===== config.mk =====
export PLATFORM = sky130hd
export DESIGN_NAME = charlieplexed_seven_segment_scanner
export DESIGN_NICKNAME = d
export VERILOG_FILES = /design/src/sv/ccss_pkg.sv /design/src/sv/ccss_pin_map.sv /design/src/sv/charlieplexed_seven_segment_scanner.sv
export SDC_FILE = /design/constraint.sdc
export NUM_CORES = 1
export LEC_CHECK = 0
export BUFFER_PORTS_ARGS = -buffer_cell sky130_fd_sc_hd__clkbuf_2
export CORE_MARGIN = 2
export CORE_UTILIZATION = 48
export DETAILED_ROUTE_END_ITERATION = 7
export HOLD_SLACK_MARGIN = 0.15
export PLACE_DENSITY = 0.83
export SETUP_SLACK_MARGIN = 0.3
export SYNTH_ARGS = -nofsm -noshare
export SYNTH_HDL_FRONTEND = slang
export SYNTH_HIERARCHICAL = 1
export SYNTH_SLANG_ARGS = --single-unit

===== constraint.sdc =====
create_clock -name clk -period 4.3 [get_ports clk]
set_clock_uncertainty 0.15 [all_clocks]
set_input_delay 0.645 -clock clk [delete_from_list [all_inputs] [get_ports clk]]
set_output_delay 0.645 -clock clk [all_outputs]
set_load 0.01 [all_outputs]

===== src/sv/ccss_pkg.sv =====
// ----------------------------------------------------------------------------
// ccss_pkg
// shared types and constants for the charlieplexed seven-segment scanner
// ----------------------------------------------------------------------------
`timescale 1ns / 1ps
`default_nettype none

package ccss_pkg;

  localparam int unsigned SEG_W   = 8;
  localparam int unsigned PORT_W  = 8;
  localparam int unsigned PHASE_W = 3;

  // scan phases, anode first then cathode
  localparam logic [PHASE_W-1:0] PH_CA1 = 3'd0;
  localparam logic [PHASE_W-1:0] PH_CA3 = 3'd1;
  localparam logic [PHASE_W-1:0] PH_CA5 = 3'd2;
  localparam logic [PHASE_W-1:0] PH_CAX = 3'd3;
  localparam logic [PHASE_W-1:0] PH_CC2 = 3'd4;
  localparam logic [PHASE_W-1:0] PH_CC4 = 3'd5;
  localparam logic [PHASE_W-1:0] PH_CC6 = 3'd6;
  localparam logic [PHASE_W-1:0] PH_CCX = 3'd7;

  // pin layouts, shared by an anode phase and its cathode partner
  localparam logic [1:0] LAYOUT_1 = 2'd0;
  localparam logic [1:0] LAYOUT_3 = 2'd1;
  localparam logic [1:0] LAYOUT_5 = 2'd2;
  localparam logic [1:0] LAYOUT_X = 2'd3;

  // common pins on port c
  localparam logic [PORT_W-1:0] PIN_COMMON_1 = 8'h10;
  localparam logic [PORT_W-1:0] PIN_COMMON_3 = 8'h08;
  localparam logic [PORT_W-1:0] PIN_COMMON_5 = 8'h04;
  localparam logic [PORT_W-1:0] PIN_COMMON_X = 8'h02;

  // pins that are not wired to the display
  localparam logic [PORT_W-1:0] PORT_C_UNUSED = 8'hE1;
  localparam logic [PORT_W-1:0] PORT_D_UNUSED = 8'h62;

  typedef struct packed {
    logic [SEG_W-1:0] top_tens;
    logic [SEG_W-1:0] top_ones;
    logic [SEG_W-1:0] top_tenths;
    logic [SEG_W-1:0] bottom_tens;
    logic [SEG_W-1:0] bottom_ones;
    logic [SEG_W-1:0] bottom_tenths;
  } digits_t;

  typedef struct packed {
    logic [PORT_W-1:0] c_drive;
    logic [PORT_W-1:0] c_level;
    logic [PORT_W-1:0] d_drive;
    logic [PORT_W-1:0] d_level;
  } pins_t;

endpackage

`default_nettype wire


===== src/sv/ccss_pin_map.sv =====
// ----------------------------------------------------------------------------
// ccss_pin_map
// maps one phase's segment bytes onto port c / port d drive and level
// ----------------------------------------------------------------------------
`timescale 1ns / 1ps
`default_nettype none

module ccss_pin_map (
  input  ccss_pkg::digits_t                  digits,
  input  logic [ccss_pkg::PHASE_W-1:0]       phase,
  output ccss_pkg::pins_t                    pins
);
  import ccss_pkg::*;

  typedef struct packed {
    logic [PORT_W-1:0] c;
    logic [PORT_W-1:0] d;
  } port_pair_t;

  function automatic port_pair_t map_pins(input logic [1:0] layout,
                                          input logic [SEG_W-1:0] p,
                                          input logic [SEG_W-1:0] q);
    port_pair_t r;
    r = '0;
    case (layout)
      LAYOUT_1: begin
        r.c[3]   = p[7];
        r.c[2]   = p[6];
        r.c[1]   = p[4];
        r.d[7]   = p[5];
        r.d[4:2] = p[3:1];
        r.d[0]   = p[0];
      end
      LAYOUT_3: begin
        r.c[2]   = p[7];
        r.c[1]   = p[5];
        r.d[7]   = p[6];
        r.d[4:2] = p[4:2];
        r.d[0]   = p[1];
      end
      LAYOUT_5: begin
        r.c[1]   = p[6];
        r.d[7]   = p[7];
        r.d[4:2] = p[5:3];
        r.d[0]   = p[2];
      end
      default: begin
        // extra phase: dp of one digit, g and dp of another
        r.d[4]   = p[0];
        r.d[3:2] = q[1:0];
      end
    endcase
    return r;
  endfunction

  logic [1:0]        layout;
  logic              anode;
  logic [SEG_W-1:0]  p_sel;
  logic [SEG_W-1:0]  q_sel;
  logic [PORT_W-1:0] common;
  port_pair_t        drv_map;
  port_pair_t        lvl_map;

  assign layout = phase[1:0];
  assign anode  = ~phase[2];

  always_comb begin
    p_sel = digits.top_tens;
    q_sel = '0;
    case (phase)
      PH_CA1: p_sel = digits.top_tens;
      PH_CA3: p_sel = digits.top_tenths;
      PH_CA5: p_sel = digits.bottom_ones;
      PH_CAX: begin
        p_sel = digits.top_tenths;
        q_sel = digits.bottom_ones;
      end
      PH_CC2: p_sel = digits.top_ones;
      PH_CC4: p_sel = digits.bottom_tens;
      PH_CC6: p_sel = digits.bottom_tenths;
      PH_CCX: begin
        p_sel = digits.bottom_tens;
        q_sel = digits.bottom_tenths;
      end
      default: p_sel = digits.top_tens;
    endcase
  end

  always_comb begin
    case (layout)
      LAYOUT_1: common = PIN_COMMON_1;
      LAYOUT_3: common = PIN_COMMON_3;
      LAYOUT_5: common = PIN_COMMON_5;
      default:  common = PIN_COMMON_X;
    endcase
  end

  always_comb begin
    drv_map = map_pins(layout, p_sel, q_sel);
    // anode phases sink the segments, so levels come from the inverted bits
    lvl_map = anode ? map_pins(layout, ~p_sel, ~q_sel)
                    : map_pins(layout, p_sel, q_sel);
    pins.c_drive = drv_map.c | common;
    pins.d_drive = drv_map.d;
    pins.d_level = lvl_map.d & drv_map.d;
    if (anode) begin
      pins.c_level = (lvl_map.c & pins.c_drive) | common;
    end else begin
      pins.c_level = lvl_map.c & pins.c_drive & ~common;
    end
  end

endmodule

`default_nettype wire


===== src/sv/charlieplexed_seven_segment_scanner.sv =====
// ----------------------------------------------------------------------------
// charlieplexed_seven_segment_scanner
// steps through eight anode/cathode phases and gives pin drive and level
// ----------------------------------------------------------------------------
//
//  channel | ports                                       | one word
//  --------+---------------------------------------------+------------------------
//  in      | in_valid/in_ready, six segment bytes        | one scan tick
//  out     | out_valid/out_ready, port c/d drive + level | pins for one phase
//
//  two register stages: an input register holding the segment bytes and the
//  phase, then the result register; the pin mapping sits between them
//  one word per cycle sustained while out_ready is high; out_valid is registered
//  each stage loads whenever it is empty or the stage after it is draining,
//  so a tick is still taken while one finished result waits on out_ready
//  reset clears both valid flags and puts the phase counter on the first
//  anode phase; the phase advances once per accepted tick
//
`timescale 1ns / 1ps
`default_nettype none

module charlieplexed_seven_segment_scanner (
  input  logic                               clk,
  input  logic                               rst_n,
  // tick input
  input  logic                               in_valid,
  output logic                               in_ready,
  input  logic [ccss_pkg::SEG_W-1:0]         in_top_tens,
  input  logic [ccss_pkg::SEG_W-1:0]         in_top_ones,
  input  logic [ccss_pkg::SEG_W-1:0]         in_top_tenths,
  input  logic [ccss_pkg::SEG_W-1:0]         in_bottom_tens,
  input  logic [ccss_pkg::SEG_W-1:0]         in_bottom_ones,
  input  logic [ccss_pkg::SEG_W-1:0]         in_bottom_tenths,
  // pin result
  output logic                               out_valid,
  input  logic                               out_ready,
  output logic [ccss_pkg::PORT_W-1:0]        out_port_c_drive,
  output logic [ccss_pkg::PORT_W-1:0]        out_port_c_level,
  output logic [ccss_pkg::PORT_W-1:0]        out_port_d_drive,
  output logic [ccss_pkg::PORT_W-1:0]        out_port_d_level,
  output logic [ccss_pkg::PHASE_W-1:0]       out_phase_shown
);
  import ccss_pkg::*;

  // scan phase counter, advances on every accepted tick
  logic [PHASE_W-1:0] phase_r;
  logic [PHASE_W-1:0] phase_nxt;

  // input stage
  logic               s1_valid_r;
  logic               s1_valid_nxt;
  digits_t            s1_digits_r;
  logic [PHASE_W-1:0] s1_phase_r;

  // result stage
  logic               s2_valid_r;
  logic               s2_valid_nxt;
  pins_t              s2_pins_r;
  logic [PHASE_W-1:0] s2_phase_r;

  logic    in_fire;
  logic    s2_load;
  pins_t   map_pins_w;
  digits_t in_digits;

  assign s2_load  = s1_valid_r & (~s2_valid_r | out_ready);
  // stage 1 can take a word when empty or when it hands its word on
  assign in_ready = ~s1_valid_r | s2_load;
  assign in_fire  = in_valid & in_ready;

  assign in_digits.top_tens      = in_top_tens;
  assign in_digits.top_ones      = in_top_ones;
  assign in_digits.top_tenths    = in_top_tenths;
  assign in_digits.bottom_tens   = in_bottom_tens;
  assign in_digits.bottom_ones   = in_bottom_ones;
  assign in_digits.bottom_tenths = in_bottom_tenths;

  // wraps from the last cathode phase back to the first anode phase
  assign phase_nxt    = in_fire ? phase_r + 3'd1 : phase_r;
  assign s1_valid_nxt = in_fire | (s1_valid_r & ~s2_load);
  assign s2_valid_nxt = s2_load | (s2_valid_r & ~out_ready);

  ccss_pin_map u_pin_map (
    .digits (s1_digits_r),
    .phase  (s1_phase_r),
    .pins   (map_pins_w)
  );

  always_ff @(posedge clk) begin
    if (!rst_n) begin
      phase_r    <= PH_CA1;
      s1_valid_r <= 1'b0;
      s2_valid_r <= 1'b0;
    end else begin
      phase_r    <= phase_nxt;
      s1_valid_r <= s1_valid_nxt;
      s2_valid_r <= s2_valid_nxt;
    end
  end

  // payload registers, no reset
  always_ff @(posedge clk) begin
    if (in_fire) begin
      s1_digits_r <= in_digits;
      s1_phase_r  <= phase_r;
    end
    if (s2_load) begin
      s2_pins_r  <= map_pins_w;
      s2_phase_r <= s1_phase_r;
    end
  end

  assign out_valid        = s2_valid_r;
  assign out_port_c_drive = s2_pins_r.c_drive;
  assign out_port_c_level = s2_pins_r.c_level;
  assign out_port_d_drive = s2_pins_r.d_drive;
  assign out_port_d_level = s2_pins_r.d_level;
  assign out_phase_shown  = s2_phase_r;

  // phase moves by exactly one per accepted tick
  a_phase_step: assert property (@(posedge clk) disable iff (!rst_n)
    in_fire |=> phase_r == $past(phase_r) + 3'd1)
    else $error("scan phase did not advance by one");

  // a pin is never high unless it is driven
  a_level_in_drive: assert property (@(posedge clk) disable iff (!rst_n)
    out_valid |-> ((out_port_c_level & ~out_port_c_drive) == '0)
               && ((out_port_d_level & ~out_port_d_drive) == '0))
    else $error("level set on an undriven pin");

  // pins outside the display stay quiet
  a_unused_pins: assert property (@(posedge clk) disable iff (!rst_n)
    out_valid |-> ((out_port_c_drive & PORT_C_UNUSED) == '0)
               && ((out_port_d_drive & PORT_D_UNUSED) == '0))
    else $error("unused pin driven");

  // an empty input stage always takes a word
  a_ready_when_empty: assert property (@(posedge clk) disable iff (!rst_n)
    !s1_valid_r |-> in_ready)
    else $error("input stalled while empty");

endmodule

`default_nettype wire

* Yosys cells after proc, flatten, opt, wreduce, memory -nomap -nowiden
Index checks and enable logic that the tools add are counted.
Cells by class: div/mod/pow operators 0, reductions and logical operators 4, multipliers 0, equal/unequal tests 9, bitwise logic cells 20, $add $sub $neg 1, magnitude comparators 0, shifts and indexed selects 0, mux-type cells 17
Operators by type and width (count):
- $pmux 8 s6 | 1
- $and 8x8->8 | 3
- $pmux 1 s3 | 6
- $pmux 3 s3 | 2
- $pmux 5 s3 | 1
- $eq 3x3->1 const B | 4
- $mux 12 | 1
- $mux 8 | 1
- $not 5->8 | 1
- $not 8->8 | 1
- $or 8x5->8 | 1
- $eq 3x2->1 const B | 2
- $or 4x5->5 | 1
- $and 1x1->1 | 4
- $not 1->1 | 4
- $or 1x1->1 | 4
- $pmux 1 s2 | 2
- $pmux 2 s2 | 1
- $reduce_or 2->1 | 2
- $add 3x1->3 const B | 1
- $eq 3x1->1 const B | 1
- $logic_not 3->1 | 1
- $eq 2x1->1 const B | 1
- $eq 2x2->1 const B | 1
- 3 further kinds | 4
Storage, ports and cells: bits in read-only memories 0, output and inout bits 37, register bits 88, latch bits 0, memories 0, RAM bits 0

* Depth between registers and ports, before layout
Gate-level depths: netlist of run 1.
depth after elaboration 9, gate-level depth with buffers 6

* By module
Netlist of run 1, hierarchy kept.
By module, submodules not included:
- charlieplexed_seven_segment_scanner | area each 2816.5 um^2, seq. area each 2682.6 um^2, cells an instance 109, times used 1
- ccss_pin_map | area each 745.7 um^2, seq. area each 0.0 um^2, cells an instance 85, times used 1

* Worst setup path after synthesis of run 1
OpenSTA, ideal clock, no wires.
path kind in2reg, start point input out_ready, end point register phase_r[0], slack 0.191 ns, buffers on the path 0, arrival time 3.698 ns, required time 3.889 ns, stages on the path 3, path through and2b_1 > a21oi_1 > o21ai_0
Between the ends: word-level cells in the longest chain between the ends 4
RTL lines:
- start, declared | RTL line charlieplexed_seven_segment_scanner.sv:36 | input logic out_ready,
- $or 1x1->1 | RTL line charlieplexed_seven_segment_scanner.sv:66 | assign s2_load = s1_valid_r & (~s2_valid_r | out_ready);
- $and 1x1->1 | RTL line charlieplexed_seven_segment_scanner.sv:66
- $or 1x1->1 | RTL line charlieplexed_seven_segment_scanner.sv:68 | assign in_ready = ~s1_valid_r | s2_load;
- $and 1x1->1 | RTL line charlieplexed_seven_segment_scanner.sv:69 | assign in_fire = in_valid & in_ready;
- via in_fire | RTL line charlieplexed_seven_segment_scanner.sv:61 | logic in_fire;
- end signal, assigned | RTL line charlieplexed_seven_segment_scanner.sv:95 | phase_r <= phase_nxt;
- end, declared | RTL line charlieplexed_seven_segment_scanner.sv:46 | logic [PHASE_W-1:0] phase_r;
The timed path passes the listed nets, and every way through them passes these cells. A chain may end at the register's enable or synchronous reset.

==> insert_results.sql, run 1 <==
INSERT INTO impl_metrics (metric_group, metric, value, unit) VALUES
('power_and_ir_drop', 'power.density', '430', 'nW/µm²'),
('worst_setup_path', 'class_of_the_most_critical_setup_path', 'reg2reg', ''),
('worst_setup_path', 'worst_path_maximum_fanout', '26', ''),
('grt', 'global_route.overflow_total', '0', ''),
('synthesis', 'synth.yosys.seq_area_share', '75.3', '%'),
('worst_setup_path', 'timing.critical_path.slowest_cell_delay', '1000', 'ps'),
('floorplanning', 'design.portCount', '89', ''),
('timing', 'holdWs', '310', 'ps'),
('worst_setup_path', 'critPathSlowestCell', 'edfxtp_1', ''),
('clock_tree', 'clk_transition_reported_paths', '80', 'ps'),
('final_layout', 'antenna_cells_inserted', '0', ''),
('worst_setup_path', 'internal_reg_to_reg_setup_slack', '2040', 'ps'),
('floorplanning', 'core', '7210', 'µm²'),
('grt', 'grt_start_max_net_pins', '36', ''),
('clock_tree', 'htree_levels', '3', ''),
('floorplanning', 'chipWidth', '90.1', 'µm'),
('worst_setup_path', 'worst_path_dominant_cell_family', 'flip-flops', ''),
('worst_setup_path', 'endpoint_kind', 'flop', ''),
('grt', 'antenna_violations_before_repair', '0', ''),
('worst_setup_path', 'critical_path.n_buffers_inverters', '0', ''),
('timing', 'setup-tns-final', '0', 'ps'),
('power_and_ir_drop', 'power.static_leakage', '1.71', 'nW'),
('synthesis', 'ys_types', '37', ''),
('synthesis', 'ys_seq_elements', '91', ''),
('route', 'drt_iter0_drc', '170', ''),
('clock_tree', 'tritoncts', 'done', ''),
('route', 'wl_per_cell', '14.5', 'µm'),
('power_and_ir_drop', 'finalPower', '1.84', 'mW'),
('final_layout', 'final_net_count', '339', ''),
('clock_tree', 'clockRootBuffer', 'clkbuf_8', ''),
('min_path', 'timing.hold.worst.class', 'reg2reg', ''),
('timing', 'achievable-frequency', '443', 'MHz'),
('clock_tree', 'worstSkewPairLatency', '340', 'ps'),
('floorplanning', 'die_h', '90.1', 'µm'),
('final_layout', 'syn_to_final_growth', '20.0', '%'),
('clock_tree', 'cts_setup_buffers', '0', ''),
('placed_design', 'detailed_place_hpwl', '3900', 'µm'),
('placed_design', 'place_congestion', '0.696', ''),
('route', 'antenna_violating_nets_left', '0', ''),
('worst_setup_path', 'worst-endpoint-arrival', '2200', 'ps'),
('power_and_ir_drop', 'irDropWorstVdd', '0.000284', 'V'),
('timing', 'grt_setup_unrepaired', 'no', ''),
('grt', 'grt_first_pass_wirelength', '9040', 'µm'),
('synthesis', 'syn-mean-instance-area', '18.4', 'µm²'),
('outcome', 'outcome', 'finished, final reports clean', ''),
('route', 'vias_per_cell', '4.76', ''),
('synthesis', 'count_of_synthesis_stage_warnings_from_yosys', '6', ''),
('worst_setup_path', 'worstPathRequired', '4250', 'ps'),
('route', 'vias', '1853', ''),
('final_layout', 'drive_gt1_share', '40.0', '%'),
('timing', 'setup-violations-final', '0', ''),
('timing', 'slew_viol_final', '0', ''),
('route', 'post-route-drc-count', '0', ''),
('synthesis', 'syn-instance-count', '194', ''),
('final_layout', 'area.sequential', '2680', 'µm²'),
('timing', 'min_period', '2260', 'ps'),
('final_layout', 'layout.cells.most_common', 'clkbuf_2', ''),
('min_path', 'hold_path.startpoint', 'phase_r[2]$_SDFFE_PN0P_', ''),
('final_layout', 'final_util', '59.3', '%'),
('floorplanning', 'site_row_count', '31', ''),
('clock_tree', 'cts.hold.buffers_added', '0', ''),
('route', 'drt_pass1_iterations', '4', ''),
('min_path', 'hold_path_end', 's1_phase_r[2]$_DFFE_PP_', ''),
('route', 'detail_route.wirelength', '5650', 'µm'),
('worst_setup_path', 'r2r_cells', '2', ''),
('worst_setup_path', 'crit_path_start_kind', 'flop', ''),
('clock_tree', 'clock_path_buffers', '2', ''),
('clock_tree', 'tritoncts.num_buffers', '9', ''),
('final_layout', 'most-common-layout-cells', 'clkbuf_2 (88), edfxtp_1 (86), conb_1 (14), mux2i_1 (10)', ''),
('timing', 'slew_headroom', '34.1', '%'),
('grt', 'via_count_of_the_first_global_routing_pass', '1850', '');
[cells in the mapped netlist (all sizes together)]
cell	instances	share of area (%)
o21ai	3	0.42
o22ai	3	0.53
mux2	4	1.3
o21a	1	0.21
a31oi	1	0.18
nand4	1	0.18
o41a	1	0.32
nor3	2	0.28
or2b	1	0.25
nand2	9	0.95
or2	1	0.18
edfxtp	86	72
dfxtp	5	2.8
and3	1	0.32
ha	1	0.35
nand4b	1	0.25
and3b	1	0.25
nand2b	2	0.35
mux4	9	6.3
and2	2	0.35
mux2i	10	2.8
nand3b	1	0.56
nor3b	1	0.21
or4	1	0.21
buf	22	4.6
inv	3	0.32
and2b	1	0.21
nor2	6	0.63
a21oi	8	1.1
conb	1	0.11
a21o	1	0.21
a21boi	2	0.42
nor2b	2	0.35
[worst reg2reg max path, cell delays in order (launching register included)]
cell	delay, ps
edfxtp_1	1000
mux4_2	600
mux2_2	270
[cell type report]
| class | count | share of cell area (%) |
|---|---|---|
| flip-flops and latches | 91 | 62.7 |
| clock buffers | 10 | 2.99 |
| multi-input cells | 91 | 18.1 |
| clock inverters | 5 | 2.40 |
| repair buffers | 90 | 10.7 |
| well taps | 99 | 2.90 |
| inverters | 3 | 0.263 |
[metrics by stage]
stage	area (µm²)	setup slack, ps	instances
2_1_floorplan	3610	1280	207
3_3_place_gp	4050	1750	374
3_5_place_dp	4050	1690	374
4_1_cts	4280	2020	389
5_1_grt	4280	1910	389
6_report	4280	2040	389
[per-layer routing]
layer / vias up / GRT usage [%] / routed length (µm)
li1: 906 / - / -
met1: 881 / 17.9 / 2260
met2: 60 / 24.4 / 3000
met3: 6 / 4.61 / 297
met4: 0 / 5.90 / 95
met5: - / 0 / 0
[state kept, by name, summed over array words and instances (netlist names)]
name,count
s1_digits_r,48
out_port_c_drive,8
out_port_c_level,8
out_port_d_drive,8
out_port_d_level,8
out_phase_shown,3
phase_r,3
s1_phase_r,3
out_valid,1
s1_valid_r,1
[logic make-up after synthesis]
group           count (synthesis)  share of synthesized area, %
flops                          91                          75.3
simple gates                   33                          5.51
buf+inv                        25                          4.92
mux                            23                          10.4
compound gates                 20                          3.41
fa+ha+maj                       1                         0.351
other cells                     1                         0.105
[worst max-delay path by stage]
stage / start / to / slack [ps] / depth (start not counted)
floorplan: out_ready / out_phase_shown[0]$_DFFE_PP_ / 1280 / 2
global placement: out_ready / s1_digits_r[0]$_DFFE_PP_ / 1750 / 4
detailed placement: out_ready / s1_digits_r[28]$_DFFE_PP_ / 1690 / 4
CTS: s1_phase_r[1]$_DFFE_PP_ / out_port_d_drive[3]$_DFFE_PP_ / 2020 / 2
global route: s1_phase_r[1]$_DFFE_PP_ / out_port_d_drive[4]$_DFFE_PP_ / 1910 / 3
finish: s1_phase_r[1]$_DFFE_PP_ / out_port_d_drive[3]$_DFFE_PP_ / 2040 / 2
[report_power, final]
part	switching, mW	total (mW)	leakage, nW	internal, mW
combinational	0.0639	0.129	0.723	0.0653
clock	0.271	0.653	0.114	0.382
sequential	0.0287	1.06	0.872	1.03
total	0.363	1.84	1.71	1.48
Power figures use the tool's default switching activity.
==> run 2: changes to the inputs <==
==> constraint.sdc (replaced) <==
create_clock -name clk -period 1.9 [get_ports clk]
set_clock_uncertainty 0.15 [all_clocks]
set_input_delay 0.285 -clock clk [delete_from_list [all_inputs] [get_ports clk]]
set_output_delay 0.285 -clock clk [all_outputs]
set_load 0.01 [all_outputs]
==> run 2 against run 1 <==
  * Non-clock buffer count is 65 higher
  * Utilization is 9.6 points higher
  * Total power rose by 130%
  * Critical path depth is 1 higher
  * Die area did not move
  * Critical path type unchanged
  * Critical endpoint unchanged
  * Largest cell class unchanged
==> insert_results.sql, run 2 (synthesis results as in run 1) <==
INSERT INTO impl_metrics (metric_group, metric, value, unit) VALUES
('worst_setup_path', 'worst-endpoint-arrival', '1730', 'ps'),
('final_layout', 'final_net_count', '404', ''),
('grt', 'globalRouteMet1Util', '21.5', '%'),
('floorplanning', 'site_row_count', '31', ''),
('clock_tree', 'clock_sink_count', '91', ''),
('clock_tree', 'htree_levels', '3', ''),
('grt', 'grt_start_max_net_pins', '54', ''),
('timing', 'grt_setup_unrepaired', 'yes', ''),
('final_layout', 'syn_to_final_growth', '39.4', '%'),
('worst_setup_path', 'endpoint_kind', 'flop', ''),
('power_and_ir_drop', 'finalPower', '4.28', 'mW'),
('final_layout', 'drive_gt1_share', '39.9', '%'),
('timing', 'fin_ws', '133', 'ps'),
('final_layout', 'most-common-layout-cells', 'clkbuf_2 (87), edfxtp_1 (86), dlygate4sd3_1 (51), conb_1 (14), mux2i_1 (10)', ''),
('timing', 'hold_viol', '0', ''),
('placed_design', 'detailed_place_hpwl', '3880', 'µm'),
('placed_design', 'postPlaceCellArea', '4110', 'µm²'),
('power_and_ir_drop', 'power.static_leakage', '1.99', 'nW'),
('floorplanning', 'design.portCount', '89', ''),
('timing', 'achievable-frequency', '566', 'MHz'),
('clock_tree', 'clock_path_buffers', '2', ''),
('final_layout', 'antenna_cells_inserted', '0', ''),
('placed_design', 'place_congestion', '0.769', ''),
('route', 'detail_route.wirelength', '7260', 'µm'),
('grt', 'global_route.overflow_total', '0', ''),
('final_layout', 'layout.cells.most_common', 'clkbuf_2', ''),
('final_layout', 'final_cell_area', '4970', 'µm²'),
('final_layout', 'number_of_flip_flops_in_the_largest_register', '48', ''),
('grt', 'globalRouteMet2Util', '31.8', '%'),
('clock_tree', 'clk_transition_reported_paths', '100', 'ps'),
('grt', 'antenna_violations_before_repair', '0', ''),
('worst_setup_path', 'critPathSlowestCell', 'mux4_2', ''),
('worst_setup_path', 'internal_reg_to_reg_setup_slack', '130', 'ps'),
('placed_design', 'dp.cells', '380', ''),
('route', 'drt_iter0_drc', '168', ''),
('clock_tree', 'tritoncts', 'done', ''),
('grt', 'grt_most_used_layer', 'met2', ''),
('clock_tree', 'clockRootBuffer', 'clkbuf_8', ''),
('route', 'wl_per_cell', '16.0', 'µm'),
('final_layout', 'layoutNonFillerInstCount', '455', ''),
('worst_setup_path', 'worstPathRequired', '1860', 'ps'),
('worst_setup_path', 'class_of_the_most_critical_setup_path', 'reg2reg', ''),
('floorplanning', 'core', '7210', 'µm²'),
('grt', 'grt_first_pass_wirelength', '11300', 'µm'),
('timing', 'slew_viol_final', '0', ''),
('job', 'cap_viol_max_count', '0', ''),
('final_layout', 'final_util', '68.8', '%'),
('outcome', 'outcome', 'finished, final reports clean', ''),
('grt', 'grt_util_met3', '4.19', '%'),
('timing', 'setup-tns-final', '0', 'ps'),
('timing', 'min_period', '1770', 'ps'),
('floorplanning', 'die_h', '90.1', 'µm'),
('timing', 'fin_crit_sh', '93.0', '%'),
('floorplanning', 'chipWidth', '90.1', 'µm'),
('timing', 'holdWs', '232', 'ps'),
('final_layout', 'regMostFlops', 's1_digits_r', ''),
('route', 'antenna_violating_nets_left', '0', ''),
('worst_setup_path', 'worst_path_maximum_fanout', '11', ''),
('clock_tree', 'worstSkewPairLatency', '360', 'ps'),
('worst_setup_path', 'crit_path_start_kind', 'flop', ''),
('grt', 'via_count_of_the_first_global_routing_pass', '2270', ''),
('placed_design', 'pre_cts_slack', '141', 'ps'),
('route', 'vias', '2190', ''),
('route', 'vias_per_cell', '4.81', ''),
('worst_setup_path', 'critical_path.cell_chain', 'buf_4 > mux4_2 > mux2_2', ''),
('power_and_ir_drop', 'power.density', '862', 'nW/µm²'),
('floorplanning', 'start_util', '49.4', '%'),
('clock_tree', 'tritoncts.num_buffers', '9', ''),
('worst_setup_path', 'timing.critical_path.slowest_cell_delay', '500', 'ps'),
('min_path', 'min_delay_path_depth', '4', ''),
('placed_design', 'place.port_buffers', '88', ''),
('min_path', 'timing.hold.worst.class', 'in2reg', ''),
('grt', 'grt_use_total', '18.4', '%'),
('route', 'drt_pass1_iterations', '4', ''),
('route', 'post-route-drc-count', '0', ''),
('worst_setup_path', 'r2r_cells', '3', ''),
('floorplanning', 'floorplan.die_area', '8130', 'µm²'),
('power_and_ir_drop', 'irDropWorstVdd', '0.000549', 'V'),
('timing', 'setup-violations-final', '0', '');
## run 2: cell count changes in the layout (fill, tap and decap cells not counted), sizes merged
| cell | delta |
|---|---|
| bufinv | -1 |
| clkbuf | -1 |
| clkinvlp | +3 |
| dlygate4sd3 | +51 |
| buf | +14 |
## run 2: area by class of cell
type | count | area [µm²]
flip-flops and latches | 91 | 2690
fillers | 487 | 2250
repair buffers | 155 | 1160
multi-input cells | 91 | 754
clock buffers | 9 | 124
well taps | 99 | 124
clock inverters | 7 | 101
inverters | 3 | 15.0
## run 2: worst paths after layout
check,start,end
min reg2reg,phase_r[1]$_SDFFE_PN0P_,s1_phase_r[1]$_DFFE_PP_
min,out_ready,phase_r[1]$_SDFFE_PN0P_
max reg2reg,s1_phase_r[2]$_DFFE_PP_,out_port_d_drive[3]$_DFFE_PP_
max,s1_phase_r[2]$_DFFE_PP_,out_port_d_drive[3]$_DFFE_PP_
## run 2: per-layer routing
layer	up-vias	part of all wire, %	routed length [µm]
met2	90	52	3790
met5	-	0	0
met3	25	4.9	353
met4	0	3.6	260
met1	1040	39	2860
li1	1035	-	-
## run 2: timing repair
action / 4_1_cts / 5_1_grt
gates cloned: 0 / 3
setup endpoints to repair: 8 / 62
hold endpoints to repair: 53 / 0
setup buffers: 2 / 3
hold buffers: 51 / 0
resized for setup: 0 / 7
## run 2: report_power, final
group | switching [mW] | total (mW) | internal (mW)
sequential | 0.0436 | 2.37 | 2.33
combinational | 0.206 | 0.464 | 0.259
clock | 0.696 | 1.44 | 0.749
## run 2: worst max-delay path: cells and delay by family (launching register included)
| family | cells | cell delay, ps |
|---|---|---|
| buf+inv | 1 | 200 |
| flops | 1 | 400 |
| mux | 2 | 760 |
==> run 3: changes to the inputs <==
--- a/config.mk
+++ b/config.mk
@@ -5,12 +5,14 @@
 export SDC_FILE = /design/constraint.sdc
 export NUM_CORES = 1
 export LEC_CHECK = 0
+export ABC_AREA = 1
 export BUFFER_PORTS_ARGS = -buffer_cell sky130_fd_sc_hd__clkbuf_2
 export CORE_MARGIN = 2
-export CORE_UTILIZATION = 48
+export CORE_UTILIZATION = 49
 export DETAILED_ROUTE_END_ITERATION = 7
+export GPL_ROUTABILITY_DRIVEN = 1
 export HOLD_SLACK_MARGIN = 0.15
-export PLACE_DENSITY = 0.83
+export PLACE_DENSITY = 0.84
 export SETUP_SLACK_MARGIN = 0.3
 export SYNTH_ARGS = -nofsm -noshare
 export SYNTH_HDL_FRONTEND = slang
==> run 3 against run 2 <==
  * Register-to-register slack got worse by 110 ps
  * Highest routed layer unchanged
  * Sequential cell count unchanged
  * Critical path depth increased by 7
  * Total power increased by 0.93%
  * Fmax decreased by 5.9%
  * Sequential power about the same
  * Non-clock buffer count increased by 20
  * Sequential share of layout area decreased by 5.4 points
  * Setup slack got worse by 110 ps
  * Design area increased by 11%
  * Die area increased by 4.7%
==> insert_results.sql, run 3 <==
INSERT INTO impl_metrics (metric_group, metric, value, unit) VALUES
('clock_tree', 'tritoncts', 'done', ''),
('worst_setup_path', 'r2r_cells', '10', ''),
('final_layout', 'most-common-layout-cells', 'clkbuf_2 (88), edfxtp_1 (86), nand2_1 (57), dlygate4sd3_1 (51), inv_1 (30)', ''),
('synthesis', 'ys_top_cells_by_count', 'edfxtp_1 (86), nand2_1 (66), inv_1 (33), nand3_1 (30), nor2_1 (23)', ''),
('final_layout', 'final_net_count', '548', ''),
('synthesis', 'synth_most_common_cell', 'edfxtp_1', ''),
('synthesis', 'synth_flop_cell', 'edfxtp_1', ''),
('floorplanning', 'design.portCount', '89', ''),
('clock_tree', 'clock_path_buffers', '2', ''),
('worst_setup_path', 'cp-startpoint', 's1_phase_r[2]$_DFFE_PP_', ''),
('synthesis', 'ys_seq_elements', '91', ''),
('clock_tree', 'clockRootBuffer', 'clkbuf_8', ''),
('grt', 'grt_most_used_layer', 'met2', ''),
('synthesis', 'count_of_synthesis_stage_warnings_from_yosys', '6', ''),
('worst_setup_path', 'crit_path_start_kind', 'flop', ''),
('final_layout', 'drive_gt1_share', '40.4', '%'),
('route', 'drt_iter0_drc', '131', ''),
('power_and_ir_drop', 'power.density', '783', 'nW/µm²'),
('outcome', 'outcome', 'finished, final reports clean', ''),
('route', 'wl_per_cell', '14.5', 'µm'),
('synthesis', 'synth.yosys.seq_area_share', '70.3', '%'),
('grt', 'global_route.overflow_total', '0', ''),
('worst_setup_path', 'r2r-start', 's1_phase_r[2]$_DFFE_PP_', ''),
('job', 'cap_viol_max_count', '0', ''),
('floorplanning', 'start_util', '49.9', '%'),
('route', 'post-route-drc-count', '0', ''),
('final_layout', 'antenna_cells_inserted', '0', ''),
('synthesis', 'syn_area', '3810', 'µm²'),
('power_and_ir_drop', 'irDropWorstVdd', '0.000552', 'V'),
('floorplanning', 'floorplan.die_area', '8510', 'µm²'),
('final_layout', 'syn_to_final_growth', '44.7', '%'),
('timing', 'slew_viol_final', '0', ''),
('timing', 'hold_viol', '0', ''),
('route', 'vias_per_cell', '4.70', ''),
('placed_design', 'detailed_place_hpwl', '5620', 'µm'),
('timing', 'grt_setup_unrepaired', 'yes', ''),
('floorplanning', 'core', '7650', 'µm²'),
('clock_tree', 'worstSkewPairLatency', '350', 'ps'),
('placed_design', 'place_congestion', '0.863', ''),
('worst_setup_path', 'worstPathRequired', '1950', 'ps'),
('floorplanning', 'site_row_count', '32', ''),
('worst_setup_path', 'critical_path.endpoint', 'out_port_d_level[4]$_DFFE_PP_', ''),
('timing', 'min_period', '1880', 'ps'),
('min_path', 'timing.hold.worst.class', 'in2reg', ''),
('grt', 'grt_use_total', '22.0', '%'),
('grt', 'globalRouteMet2Util', '38.4', '%'),
('final_layout', 'number_of_flip_flops_in_the_largest_register', '48', ''),
('clock_tree', 'clk_transition_reported_paths', '90', 'ps'),
('synthesis', 'syn-instance-count', '314', ''),
('clock_tree', 'htree_levels', '3', ''),
('timing', 'setup-violations-final', '0', ''),
('route', 'drt_pass1_iterations', '4', ''),
('placed_design', 'place.port_buffers', '88', ''),
('grt', 'globalRouteMet1Util', '27.2', '%'),
('floorplanning', 'chipWidth', '92.2', 'µm'),
('power_and_ir_drop', 'finalPower', '4.32', 'mW'),
('route', 'detail_route.wirelength', '8730', 'µm'),
('floorplanning', 'die_h', '92.2', 'µm'),
('worst_setup_path', 'crit-reg2reg-capture', 'out_port_d_level[4]$_DFFE_PP_', ''),
('worst_setup_path', 'worst_path_maximum_fanout', '8', ''),
('synthesis', 'ys_types', '32', ''),
('worst_setup_path', 'worst-endpoint-arrival', '1930', 'ps'),
('route', 'vias', '2830', ''),
('synthesis', 'syn-mean-instance-area', '12.1', 'µm²'),
('grt', 'grt_util_met3', '5.67', '%'),
('synthesis', 'synth_top_area_share', '67.7', '%'),
('timing', 'fin_crit_sh', '98.8', '%'),
('route', 'antenna_violating_nets_left', '0', ''),
('grt', 'grt_start_max_net_pins', '43', ''),
('synthesis', 'number_of_enable_type_register_cells_in_the_synthesized_netlist', '86', ''),
('synthesis', 'synthTopCellsByArea', 'edfxtp_1 (68%), nand2_1 (6.5%), nand3_1 (3.9%)', ''),
('final_layout', 'final_cell_area', '5520', 'µm²'),
('clock_tree', 'clock_sink_count', '91', ''),
('synthesis', 'asyncSetResetFlopFracSynth', '0', '%'),
('placed_design', 'postPlaceCellArea', '4520', 'µm²'),
('grt', 'antenna_violations_before_repair', '0', ''),
('power_and_ir_drop', 'power.static_leakage', '2.45', 'nW'),
('worst_setup_path', 'class_of_the_most_critical_setup_path', 'reg2reg', ''),
('grt', 'via_count_of_the_first_global_routing_pass', '2935', ''),
('synthesis', 'synth_area_leader_cell', 'edfxtp_1', ''),
('worst_setup_path', 'internal_reg_to_reg_setup_slack', '20', 'ps'),
('clock_tree', 'tritoncts.num_buffers', '9', ''),
('grt', 'grt_first_pass_wirelength', '14100', 'µm'),
('final_layout', 'layout.cells.most_common', 'clkbuf_2', ''),
('final_layout', 'regMostFlops', 's1_digits_r', ''),
('timing', 'setup-tns-final', '0', 'ps'),
('worst_setup_path', 'endpoint_kind', 'flop', ''),
('timing', 'achievable-frequency', '533', 'MHz');
[run 3: changes by cell type after synthesis, moves of 5 or more]
cell	change
buf_2	-5
inv_1	+30
mux2i_1	-10
mux4_1	-6
nand2_1	+57
nand3_1	+30
nor2_1	+17
nor2_2	+5
[run 3: per-layer routing]
| layer | part of all wire, % | routed length [µm] |
|---|---|---|
| met1 | 42 | 3710 |
| met2 | 51 | 4490 |
| met3 | 4.8 | 421 |
| met4 | 1.3 | 112 |
| met5 | 0 | 0 |
[run 3: power by group]
part	total [mW]	internal, mW	switching (mW)
clock network	1.27	0.611	0.659
logic	0.668	0.317	0.351
registers	2.38	2.33	0.0470
total	4.32	3.26	1.06
[run 3: final cells by class]
type                       instances  area, µm²
clock buffer                      10        128
timing repair buffer             175       1280
tap                              102        128
sequential                        91       2690
multi-input combinational        179       1050
clock inverter                     6       66.3
fill                             530       2130
inverter                          39        174
[run 3: kinds of logic (layout without fill, tap and decap cells)]
group                    Yosys count  count (layout)  synth area share, %
AND/OR/NAND/NOR                  147             147                 18.9
flip-flops                        91              91                 70.3
buffers and inverters             57             230                 7.54
adder cells (fa/ha/maj)            1               1                0.328
other                              1              14               0.0983
AO/OA/AOI/OAI                     17              17                 2.82
[run 3: timing repair]
| action | in CTS | in global routing |
|---|---|---|
| buffers inserted | 13 | 3 |
| endpoints found under the setup margin | 15 | 17 |
| endpoints found under the hold margin | 53 | 0 |
| pin swaps | 13 | 15 |
| gates resized for setup | 24 | 23 |
| hold buffers | 51 | 0 |
[run 3: how the worst min path moves through the flow]
stage | slack (ps) | from | endpoint | cells past startpoint
after floorplan | 230 | in_bottom_tenths[0] | s1_digits_r[0]$_DFFE_PP_ | 0
after global placement | 300 | phase_r[2]$_SDFFE_PN0P_ | s1_phase_r[2]$_DFFE_PP_ | 0
after detailed placement | 310 | phase_r[2]$_SDFFE_PN0P_ | s1_phase_r[2]$_DFFE_PP_ | 0
after CTS | 150 | in_valid | phase_r[1]$_SDFFE_PN0P_ | 4
after global routing | 190 | in_valid | phase_r[1]$_SDFFE_PN0P_ | 4
final | 170 | in_valid | phase_r[1]$_SDFFE_PN0P_ | 4
[run 3: per-stage QoR]
stage | cells | hold slack [ps] | util [%] | setup WS (ps)
after floorplan | 327 | 234 | - | 38.9
after global placement | 519 | 300 | 59.0 | -70.1
after detailed placement | 519 | 307 | 59.0 | -85.5
after CTS | 599 | 153 | 70.7 | 50.7
after global routing | 602 | 193 | 72.2 | -74.5
final | 602 | 172 | 72.2 | 22.2
[run 3: critical path, cell delays in order, from the launching register on]
cell and delay, ps:
edfxtp_1 440, buf_12 170, buf_6 110, nor2_4 170
buf_4 130, nand2_1 60, nand2_2 90, nor2_4 50
a31oi_1 180, nor2_2 70, nor2_1 100
